### src/sv/rti_pkg.sv
// Shared types and constants for the ray/triangle intersection block.
package rti_pkg;

   // Register map, one 64-bit slot per register.
   typedef enum logic [2:0] {
      REG_VERTEX_A   = 3'd0,
      REG_VERTEX_B   = 3'd1,
      REG_VERTEX_C   = 3'd2,
      REG_PAR_EPS    = 3'd3,
      REG_MIN_DIST   = 3'd4
   } rti_reg_type;

   localparam int CSR_ADDR_BITS = 6;
   localparam int CSR_DATA_BITS = 64;

   localparam logic [31:0] EPS_RESET      = 32'd64;
   localparam logic [15:0] MIN_DIST_RESET = 16'd1;

   // Fixed-point results: 16 quotient bits, Q1.15 one for u and v.
   localparam int          Q_BITS   = 16;
   localparam int          DIV_LAT  = Q_BITS + 1;
   localparam int          FRAC_UV  = 15;
   localparam int          FRAC_T   = 14;
   localparam logic [16:0] ONE_UV   = 17'd32768;

   // Request queue between front and back.
   localparam int QUEUE_DEPTH = 4;
   localparam int QPTR_BITS   = $clog2(QUEUE_DEPTH);

   typedef struct packed {
      logic empty;
      logic full;
   } rti_qstat_type;

endpackage

### src/sv/rti_queue.sv
// Short request queue that decouples the front end from the dividers.
module rti_queue #(
   parameter int WIDTH = 8
) (
   input  logic                  clock,
   input  logic                  reset,
   input  logic                  push,
   input  logic [WIDTH-1:0]      push_data,
   input  logic                  pop,
   output logic [WIDTH-1:0]      pop_data,
   output rti_pkg::rti_qstat_type stat
);
   import rti_pkg::*;

   logic [WIDTH-1:0]     mem_ff [0:QUEUE_DEPTH-1];
   logic [QPTR_BITS-1:0] wr_ptr_ff;
   logic [QPTR_BITS-1:0] rd_ptr_ff;
   logic [QPTR_BITS:0]   count_ff;
   logic                 do_pop;

   assign stat.empty = (count_ff == '0);
   assign stat.full  = (count_ff == (QPTR_BITS+1)'(QUEUE_DEPTH));
   assign do_pop     = pop && !stat.empty;
   assign pop_data   = mem_ff[rd_ptr_ff];

   // Storage.
   always_ff @(posedge clock) begin
      if (push) begin
         mem_ff[wr_ptr_ff] <= push_data;
      end
   end

   // Pointers and fill count.
   always_ff @(posedge clock) begin
      if (reset) begin
         wr_ptr_ff <= '0;
         rd_ptr_ff <= '0;
         count_ff  <= '0;
      end else begin
         if (push) begin
            wr_ptr_ff <= wr_ptr_ff + 1'b1;
         end
         if (do_pop) begin
            rd_ptr_ff <= rd_ptr_ff + 1'b1;
         end
         if (push && !do_pop) begin
            count_ff <= count_ff + 1'b1;
         end else if (!push && do_pop) begin
            count_ff <= count_ff - 1'b1;
         end
      end
   end

endmodule

### config.mk
export PLATFORM = sky130hd
export DESIGN_NAME = rti_queue
export DESIGN_NICKNAME = d
export VERILOG_FILES = /design/src/sv/rti_pkg.sv /design/src/sv/rti_queue.sv
export SDC_FILE = /design/constraint.sdc
export NUM_CORES = 1
export LEC_CHECK = 0
export ABC_AREA = 1
export BUFFER_PORTS_ARGS = -buffer_cell sky130_fd_sc_hd__buf_2
export CAP_MARGIN = 5
export CORE_ASPECT_RATIO = 1.1
export CORE_UTILIZATION = 45
export DETAILED_ROUTE_END_ITERATION = 10
export PLACE_DENSITY = 0.67
export SYNTH_ARGS = -nofsm -noshare
export SYNTH_HDL_FRONTEND = slang
export SYNTH_SLANG_ARGS = --single-unit
export TNS_END_PERCENT = 30
### constraint.sdc
create_clock -name clock -period 1.7 [get_ports clock]
set_input_delay 0.17 -clock clock [delete_from_list [all_inputs] [get_ports clock]]
set_output_delay 0.17 -clock clock [all_outputs]
set_load 0.01 [all_outputs]
# ---- Word-level counts from Yosys, hierarchy flattened
# Memory sizes are Yosys's and may differ from the RTL's. A register that Yosys moved wholly into a read port is not among the register bits.
# Cells that the tools add are included.
dict set report classes {
  n_addsub 4
  n_eq_ne 1
  mux 6
  n_reduce_logical 8
}
# operator n
set op_table {}
lappend op_table {{3-bit two-way mux} 2}
lappend op_table {{2-bit by 1-bit adder with 2-bit output, second input constant} 2}
lappend op_table {{2-bit two-way mux} 2}
lappend op_table {{3-bit by 1-bit adder with 3-bit output, second input constant} 1}
lappend op_table {{3-bit equality test, second input constant} 1}
lappend op_table {{1-bit logical AND} 3}
lappend op_table {{1-bit zero test} 3}
lappend op_table {{3-bit zero test} 1}
lappend op_table {{3-bit by 1-bit subtractor with 3-bit output, second input constant} 1}
lappend op_table {{1-bit two-way mux} 2}
lappend op_table {{2-bit nonzero test} 1}
dict set report totals {
  ff_bits 7
  ram_bits 32
  input_bits 12
  out_inout_bits 10
  word_cells 23
  n_memories 1
}
# name words width rd rd_clocked_by_memory_dff write_ports line
set memory_table {}
lappend memory_table {mem_ff 4 8 1 1 1 rti_queue.sv:15} ;# logic [WIDTH-1:0] mem_ff [0:QUEUE_DEPTH-1];

# ---- Longest topological paths before layout
# Gate-level depths: netlist of the first run.
dict set report logic_depth {
  depth_word 6
  ltp_mapped 12
  depth_no_buf 12
}

# ---- Least setup slack after synthesis of the first run
# No wires, ideal clock.
dict set report synth_path {
  path_kind {register -> register}
  from {register count_ff[1]}
  to {register count_ff[2]}
  setup_time_ps 113
  arrival_ps 1487
  required_time_ps 1587
  setup_slack_ps 100
  stages_incl_launch_ff 13
  path_buffers 0
  synth_period_minus_slack_ps 1600
  cell_sequence {dfxtp_1 -> nor2_1 -> nand2_1 -> nand2_1 -> ha_1 -> inv_1 -> fa_1 -> inv_1 -> nand2_1 -> nand3_1 -> nand2_1 -> nand2_1 -> nor2_1}
}
dict set report synth_via {
  elab_chain_len 6
  elab_cells_between_ends 11
  classes_between {2 x add/sub; 2 x mux; 7 x reduce/logical}
}
# item line
set synth_rtl {}
lappend synth_rtl {{start: declaration} rti_queue.sv:18} ;# logic [QPTR_BITS:0] count_ff;
lappend synth_rtl {{start signal: assignment} rti_queue.sv:47} ;# count_ff <= count_ff + 1'b1;
lappend synth_rtl {{start signal: assignment} rti_queue.sv:49} ;# count_ff <= count_ff - 1'b1;
lappend synth_rtl {{branches (longest 6 deep; another with 3-bit by 1-bit subtractor with 3-bit output)} --}
# Parallel ways; which one is timed is not known. The select of a mux whose other input is x is not followed.
# A chain may end at the register's enable or synchronous reset.

# ---- Worst setup path in the final report of the first run
# Same ends and word-level chain as after synthesis.

==> results of run 1 <==
stage by stage:
step | worst slack, ns | cells | instance area [µm²]
after global routing | -0.0688 | 221 | 1930
after global placement | 0.0756 | 210 | 1830
after floorplan | 0.100 | 140 | 1660
final | 0.0543 | 221 | 1930
after detailed placement | 0.00178 | 210 | 1830
after CTS | 0.0129 | 218 | 1890
logic make-up after synthesis:
family	synth area share
fa+ha+maj	0.0497
compound gates	0.107
flops	0.686
simple gates	0.100
buf+inv	0.0519
xor+xnor	0.00527
power by group:
group          internal, µW  switching, µW
registers              1180           71.3
logic                   370            480
clock network           204            277
total                  1760            828
worst max-delay path: cells and delay by family (launching register included):
kind                     cells  cell delay (ns)
flip-flops                   1             0.37
adder cells (fa/ha/maj)      2             0.47
buffers and inverters        2             0.12
AND/OR/NAND/NOR              8             0.58
cell usage after synthesis (all sizes together):
cell type / instances
edfxtp: 32
nor2: 22
o21ai: 19
inv: 17
nand2: 15
dfxtp: 9
o22ai: 8
a21oi: 5
ha: 5
nand3: 3
buf: 2
fa: 1
nor3: 1
xor2: 1
state kept, by name (all words and copies together) (netlist names), named ones only:
signal     cells
mem_ff        32
count_ff       3
rd_ptr_ff      2
wr_ptr_ff      2
area by class of cell:
| type | count | area [µm²] |
|---|---|---|
| multi-input cells | 80 | 455 |
| clock buffers | 8 | 58.8 |
| fillers | 303 | 1510 |
| well taps | 48 | 60.1 |
| repair buffers | 27 | 150 |
| inverters | 17 | 63.8 |
| flip-flops and latches | 41 | 1150 |
path summary, 6_finish.rpt:
kind / from / end / slack [ns] / cells after the start
worst max register to register: count_ff[1]$_SDFFE_PP0P_ / count_ff[2]$_SDFFE_PP0P_ / 0.05 / 12
worst min-delay path: push_data[1] / mem_ff[1][1]$_DFFE_PP_ / 0.04 / 1
worst min register to register: rd_ptr_ff[1]$_SDFFE_PP0P_ / rd_ptr_ff[1]$_SDFFE_PP0P_ / 0.51 / 2
worst max-delay path: count_ff[1]$_SDFFE_PP0P_ / count_ff[2]$_SDFFE_PP0P_ / 0.05 / 12
timing repair:
item	in CTS	in global routing
pin swaps	0	2
buffers inserted	0	3
gates cloned	0	0
gates resized for setup	1	10
endpoints found under the setup margin	2	10
layer usage:
metal,track usage,wire length (µm)
met3,0.0650,157
met2,0.300,1550
met4,0.0698,66
met1,0.144,1120
met5,0,0
==> results.md, run 1 <==
- Detailed-route wire length: slightly below 3000 µm
- Power density over cell area: 1340 mW/mm²
- Total standard cell area after synthesis: ~0.0017 mm²
- Total CTS buffers: 5
- Maximum number of pins on one net before global-route repair: 17
- Worst skew pair latency: 0.33 ns
- Required time of the worst setup path: 1.94 ns
- TritonCTS clock tree: yes
- Tightest Hold Check Type: in2reg
- Via count of the first global-routing pass: 1076
- Nets: 190
- Residual DRC count: 0
- Number of H-tree branching levels: 2
- Register bit total from synthesis: 41
- Port Buffers: 21
- CP max stage delay: 0.37 ns
- Worst hold slack across all endpoints: 0.0449 ns
- Setup violators final: 0
- Run status: finished, final reports clean
- Worst-case vdd ir drop: 0.833 mV
- Number of hold violations in the final report: 0
- Remaining antenna violation count after routing: 0
- Sum of negative setup slack: 0 ns
- Max Fanout on Critical Path: 3
- Initial antenna violation count: 0
- Yosys synthesis warning count: 0
- Leakage power: 0.000773 µW
- Maximum root-to-sink buffer count: 2
- Synth Area per Inst: 11.9 µm²
- Number of instances in the synthesized netlist: 140
- Post-synthesis cell type with the largest combined area: sky130_fd_sc_hd__edfxtp_1
- Fraction of post-synthesis cell area in the top cell type by area: 0.578
- Number of violations of the max-capacitance limit: 0
- Largest cells by area after synthesis: sky130_fd_sc_hd__edfxtp_1 (58%), sky130_fd_sc_hd__dfxtp_1 (11%), sky130_fd_sc_hd__o21ai_0 (4.5%), sky130_fd_sc_hd__nor2_1 (4.3%), sky130_fd_sc_hd__ha_1 (3.8%)
- Commonest cells after routing, fill and taps aside: sky130_fd_sc_hd__edfxtp_1 (32), sky130_fd_sc_hd__buf_2 (21), sky130_fd_sc_hd__nor2_1 (18)
- 1st-iter DRT viols: 42
- Final global-route overflow total: 0
- Worst relative slew slack: 0.744
- Share of the clock period used by the worst path after layout: 0.968
- F_max: slightly above 600 MHz
- Worst Setup End Kind: flop
- Max stage delay cell, worst path: sky130_fd_sc_hd__dfxtp_4
- Library cell used as clock root buffer: sky130_fd_sc_hd__clkbuf_4
- Nets in the synthesized netlist: 158
- CP startpoint kind: flop
- Area delta synth->final: 16.3%
- Most common library cell in the layout ignoring fill and taps: sky130_fd_sc_hd__edfxtp_1
- Inserted Diodes: 0
- Ports placed on the boundary: 22
- Initial core utilization: 0.483
- Overall power consumption: 2590 µW
- WS Path Type: reg2reg
- Clock-pin transition on the worst setup and hold timing paths: approximately 0.11 ns
- Number of distinct library cell variants in the gate-level netlist after synthesis: 18
- Wirelength per Cell: 13.1 µm
- Final HPWL from detailed placement: 1900 µm
- Post-layout minimum cycle time: 1.65 ns
- Slew of the pin with the lowest slew margin: between 0.3 and 0.4 ns
- Most common cell on crit path: sky130_fd_sc_hd__nand2_1
- Horizontal extent of the die: 60.0 µm
- Critical Path AT: about 1.9 ns
- Core box area: 0.00344 mm²
- Vertical extent of the die: 65.8 µm
- Total clock sinks: 41
- Maximum clock skew at final layout: just over 0.01 ns
- Weighted congestion at the end of routability-driven global placement: 0.792
- Global-route usage over all layers: 0.160
- Sequence of cells on the critical path: nor2_2 -> nand2_1 -> nand2_2 -> ha_4 -> inv_1 -> fa_2 -> inv_1 -> nand2_1 -> nand3_1 -> nand2_1 -> nand2_1 -> nor2_1
- Total die area: 0.00394 mm²
- Post-layout utilization of the core: 0.562
- Share of final-layout standard cells stronger than drive strength 1: 0.272
- Global-route wire length before repair: 4350 µm
- Number of buffers added to fix hold violations after cts: 0
- Detailed-route vias per instance: 5.03
- Number of detailed-route iterations in the first pass: 4
- Row count: 22
- Vias after detailed routing: 1112
- Fraction of the yosys area taken by sequential cells: 0.686
- Pins Over Slew Limit: 0
No activity file was read; power rests on OpenSTA's default activity.
==> run 2: changes to the inputs <==
--- a/config.mk
+++ b/config.mk
@@ -9,6 +9,7 @@
 export BUFFER_PORTS_ARGS = -buffer_cell sky130_fd_sc_hd__buf_2
 export CAP_MARGIN = 5
 export CORE_ASPECT_RATIO = 1.1
+export CORE_MARGIN = 10
 export CORE_UTILIZATION = 45
 export DETAILED_ROUTE_END_ITERATION = 10
 export PLACE_DENSITY = 0.67
==> run 2 against run 1 <==
Cell count grew 0.45%. Final area increased by 3.7%. Total power is 16% higher. Clock skew fell by 0.0010 ns. Flip-flop and latch count stayed put. Via count about the same. Die area increased by 66%. Global-route usage down 5.5 points. Critical path depth fell by 4.
==> results.md, run 2 (synthesis results as in run 1) <==
- RSZ-0062 raised after global routing: true
- Global-route wire length before repair: 5440 µm
- F_max: 606 MHz
- Final HPWL from detailed placement: 2180 µm
- Port Buffers: 21
- Total CTS buffers: 5
- Slew of the pin with the lowest slew margin: 0.390 ns
- Initial core utilization: 0.462
- Required time of the worst setup path: 1.88 ns
- Inserted Diodes: 0
- CP startpoint kind: flop
- Post-layout minimum cycle time: 1.65 ns
- Residual DRC count: 0
- WS Path Type: reg2reg
- Fin worst setup slack: 0.0486 ns
- Sequential power share: 0.411
- Global-route usage over all layers: 0.105
- Maximum root-to-sink buffer count: 2
- Number of H-tree branching levels: 2
- Vias after detailed routing: 1111
- Share of total power in the clock network: 0.303
- Internal cell power: approximately 2100 µW
- Maximum clock skew at final layout: 0.00930 ns
- Nets: 189
- Filler cell count in the final layout: 312
- Power density over cell area: ~1500 mW/mm²
- Wirelength per Cell: 14.5 µm
- Total die area: ~0.0065 mm²
- Max Fanout on Critical Path: 4
- Post-placement cell area: 0.00183 mm²
- Worst skew pair latency: 0.29 ns
- Pins Over Slew Limit: 0
- Run status: finished, final reports clean
- Via count of the first global-routing pass: 1176
- Area delta synth->final: 20.6%
- Combinational power share: 0.286
- Register name with the most flops: mem_ff
- Multi-input gate area in the final layout: 458 µm²
- Net Sw Frac: 0.296
- Critical Path AT: 1.83 ns
- Net switching component of the power: 889 µW
- Registers with the highest flip-flop counts: mem_ff (32), count_ff (3)
- Worst-case vdd ir drop: 0.936 mV
- Register cell area after layout: ~0.0011 mm²
- Worst relative slew slack: 0.739
- Setup violators final: 0
- Finished Cell Area: 0.00201 mm²
- Total clock sinks: 41
- Weighted congestion at the end of routability-driven global placement: roughly 0.84
- Worst slack, placed: -0.0363 ns
- Library cell used as clock root buffer: sky130_fd_sc_hd__clkbuf_8
- Tightest Hold Check Type: in2reg
- Share of final-layout standard cells stronger than drive strength 1: 0.267
- Vertical extent of the die: 83.8 µm
- Commonest cells after routing, fill and taps aside: sky130_fd_sc_hd__edfxtp_1 (32), sky130_fd_sc_hd__buf_2 (21), sky130_fd_sc_hd__nor2_1 (19)
- Final global-route overflow total: 0
- Number of flip-flops under the largest register name: 32
- Number of hold violations in the final report: 0
- Core box area: 0.00360 mm²
- Number of violations of the max-capacitance limit: 0
- 1st-iter DRT viols: 80
- Ports placed on the boundary: 22
- Horizontal extent of the die: 78.0 µm
- Share of the clock period used by the worst path after layout: 0.971
- TritonCTS clock tree: yes
- Clock-pin transition on the worst setup and hold timing paths: approximately 0.08 ns
- Maximum number of pins on one net before global-route repair: 17
- Detailed-route wire length: 3220 µm
- Number of detailed-route iterations in the first pass: 4
- Leakage power: 0.000806 µW
- Initial antenna violation count: 0
- Remaining antenna violation count after routing: 0
- Post-layout utilization of the core: 0.558
- Row count: 23
- Most common library cell in the layout ignoring fill and taps: sky130_fd_sc_hd__edfxtp_1
- Detailed-route vias per instance: 5.00
- Worst Setup End Kind: flop
[run 2: cell types whose count changed in the layout (fill, tap and decap cells not counted), moves of 2 or more]
cell	change
sky130_fd_sc_hd__clkbuf_1	-2
sky130_fd_sc_hd__clkbuf_8	+4
sky130_fd_sc_hd__clkbuf_4	-5
sky130_fd_sc_hd__bufinv_16	+2
[run 2: layout make-up]
cell class / count / share of cell area
Multi-Input combinational cell: 80 / 0.228
Timing Repair Buffer: 26 / 0.0711
Inverter: 17 / 0.0318
Clock buffer: 5 / 0.0343
Clock inverter: 3 / 0.0324
Tap cell: 50 / 0.0312
Sequential cell: 41 / 0.571
[run 2: power by group through the flow]
stage / clock network (µW) / registers (µW) / logic (µW)
after floorplan: 0 / 1260 / 490
after global placement: 0 / 1250 / 730
after detailed placement: 0 / 1260 / 780
after CTS: 925 / 1240 / 804
after global routing: 976 / 1240 / 962
final: 909 / 1240 / 859
[run 2: final timing paths]
check,start,endpoint,slack (ns),cells after the start
worst min-delay path,push_data[5],mem_ff[3][5]$_DFFE_PP_,0.09,1
worst min register to register,rd_ptr_ff[1]$_SDFFE_PP0P_,rd_ptr_ff[1]$_SDFFE_PP0P_,0.52,2
worst max-delay path,count_ff[2]$_SDFFE_PP0P_,count_ff[1]$_SDFFE_PP0P_,0.05,8
worst max register to register,count_ff[2]$_SDFFE_PP0P_,count_ff[1]$_SDFFE_PP0P_,0.05,8
[run 2: per-layer routing]
layer	vias up	part of all wire	GRT usage
li1	542	-	-
met1	533	0.37	0.103
met2	25	0.54	0.183
met3	11	0.058	0.0366
met4	0	0.033	0.0636
met5	-	0	0
[run 2: timing repair]
item	4_1_cts	5_1_grt
setup endpoints to repair	2	8
cloned	0	0
pin swaps	0	2
buffers inserted	0	2
resized for setup	4	5
hold buffers	0	0
[run 2: worst max-delay path, cell delays in order (launching register included)]
cell and delay, ns:
sky130_fd_sc_hd__dfxtp_1 0.32, sky130_fd_sc_hd__inv_1 0.07, sky130_fd_sc_hd__nand2_1 0.11, sky130_fd_sc_hd__nand2_2 0.09, sky130_fd_sc_hd__ha_4 0.17, sky130_fd_sc_hd__inv_1 0.09, sky130_fd_sc_hd__fa_2 0.45, sky130_fd_sc_hd__o21ai_1 0.17
sky130_fd_sc_hd__nor2_1 0.07
[run 2: metrics by stage]
step	total power (µW)	instances	hold WS, ns	TNS, ns
3_3_place_gp	1980	212	0.379	0
4_1_cts	2970	220	0.0785	0
3_5_place_dp	2040	212	0.386	-0.0363
5_1_grt	3180	222	0.0803	-0.0355
6_report	3000	222	0.0860	0
2_1_floorplan	1750	140	0.239	0
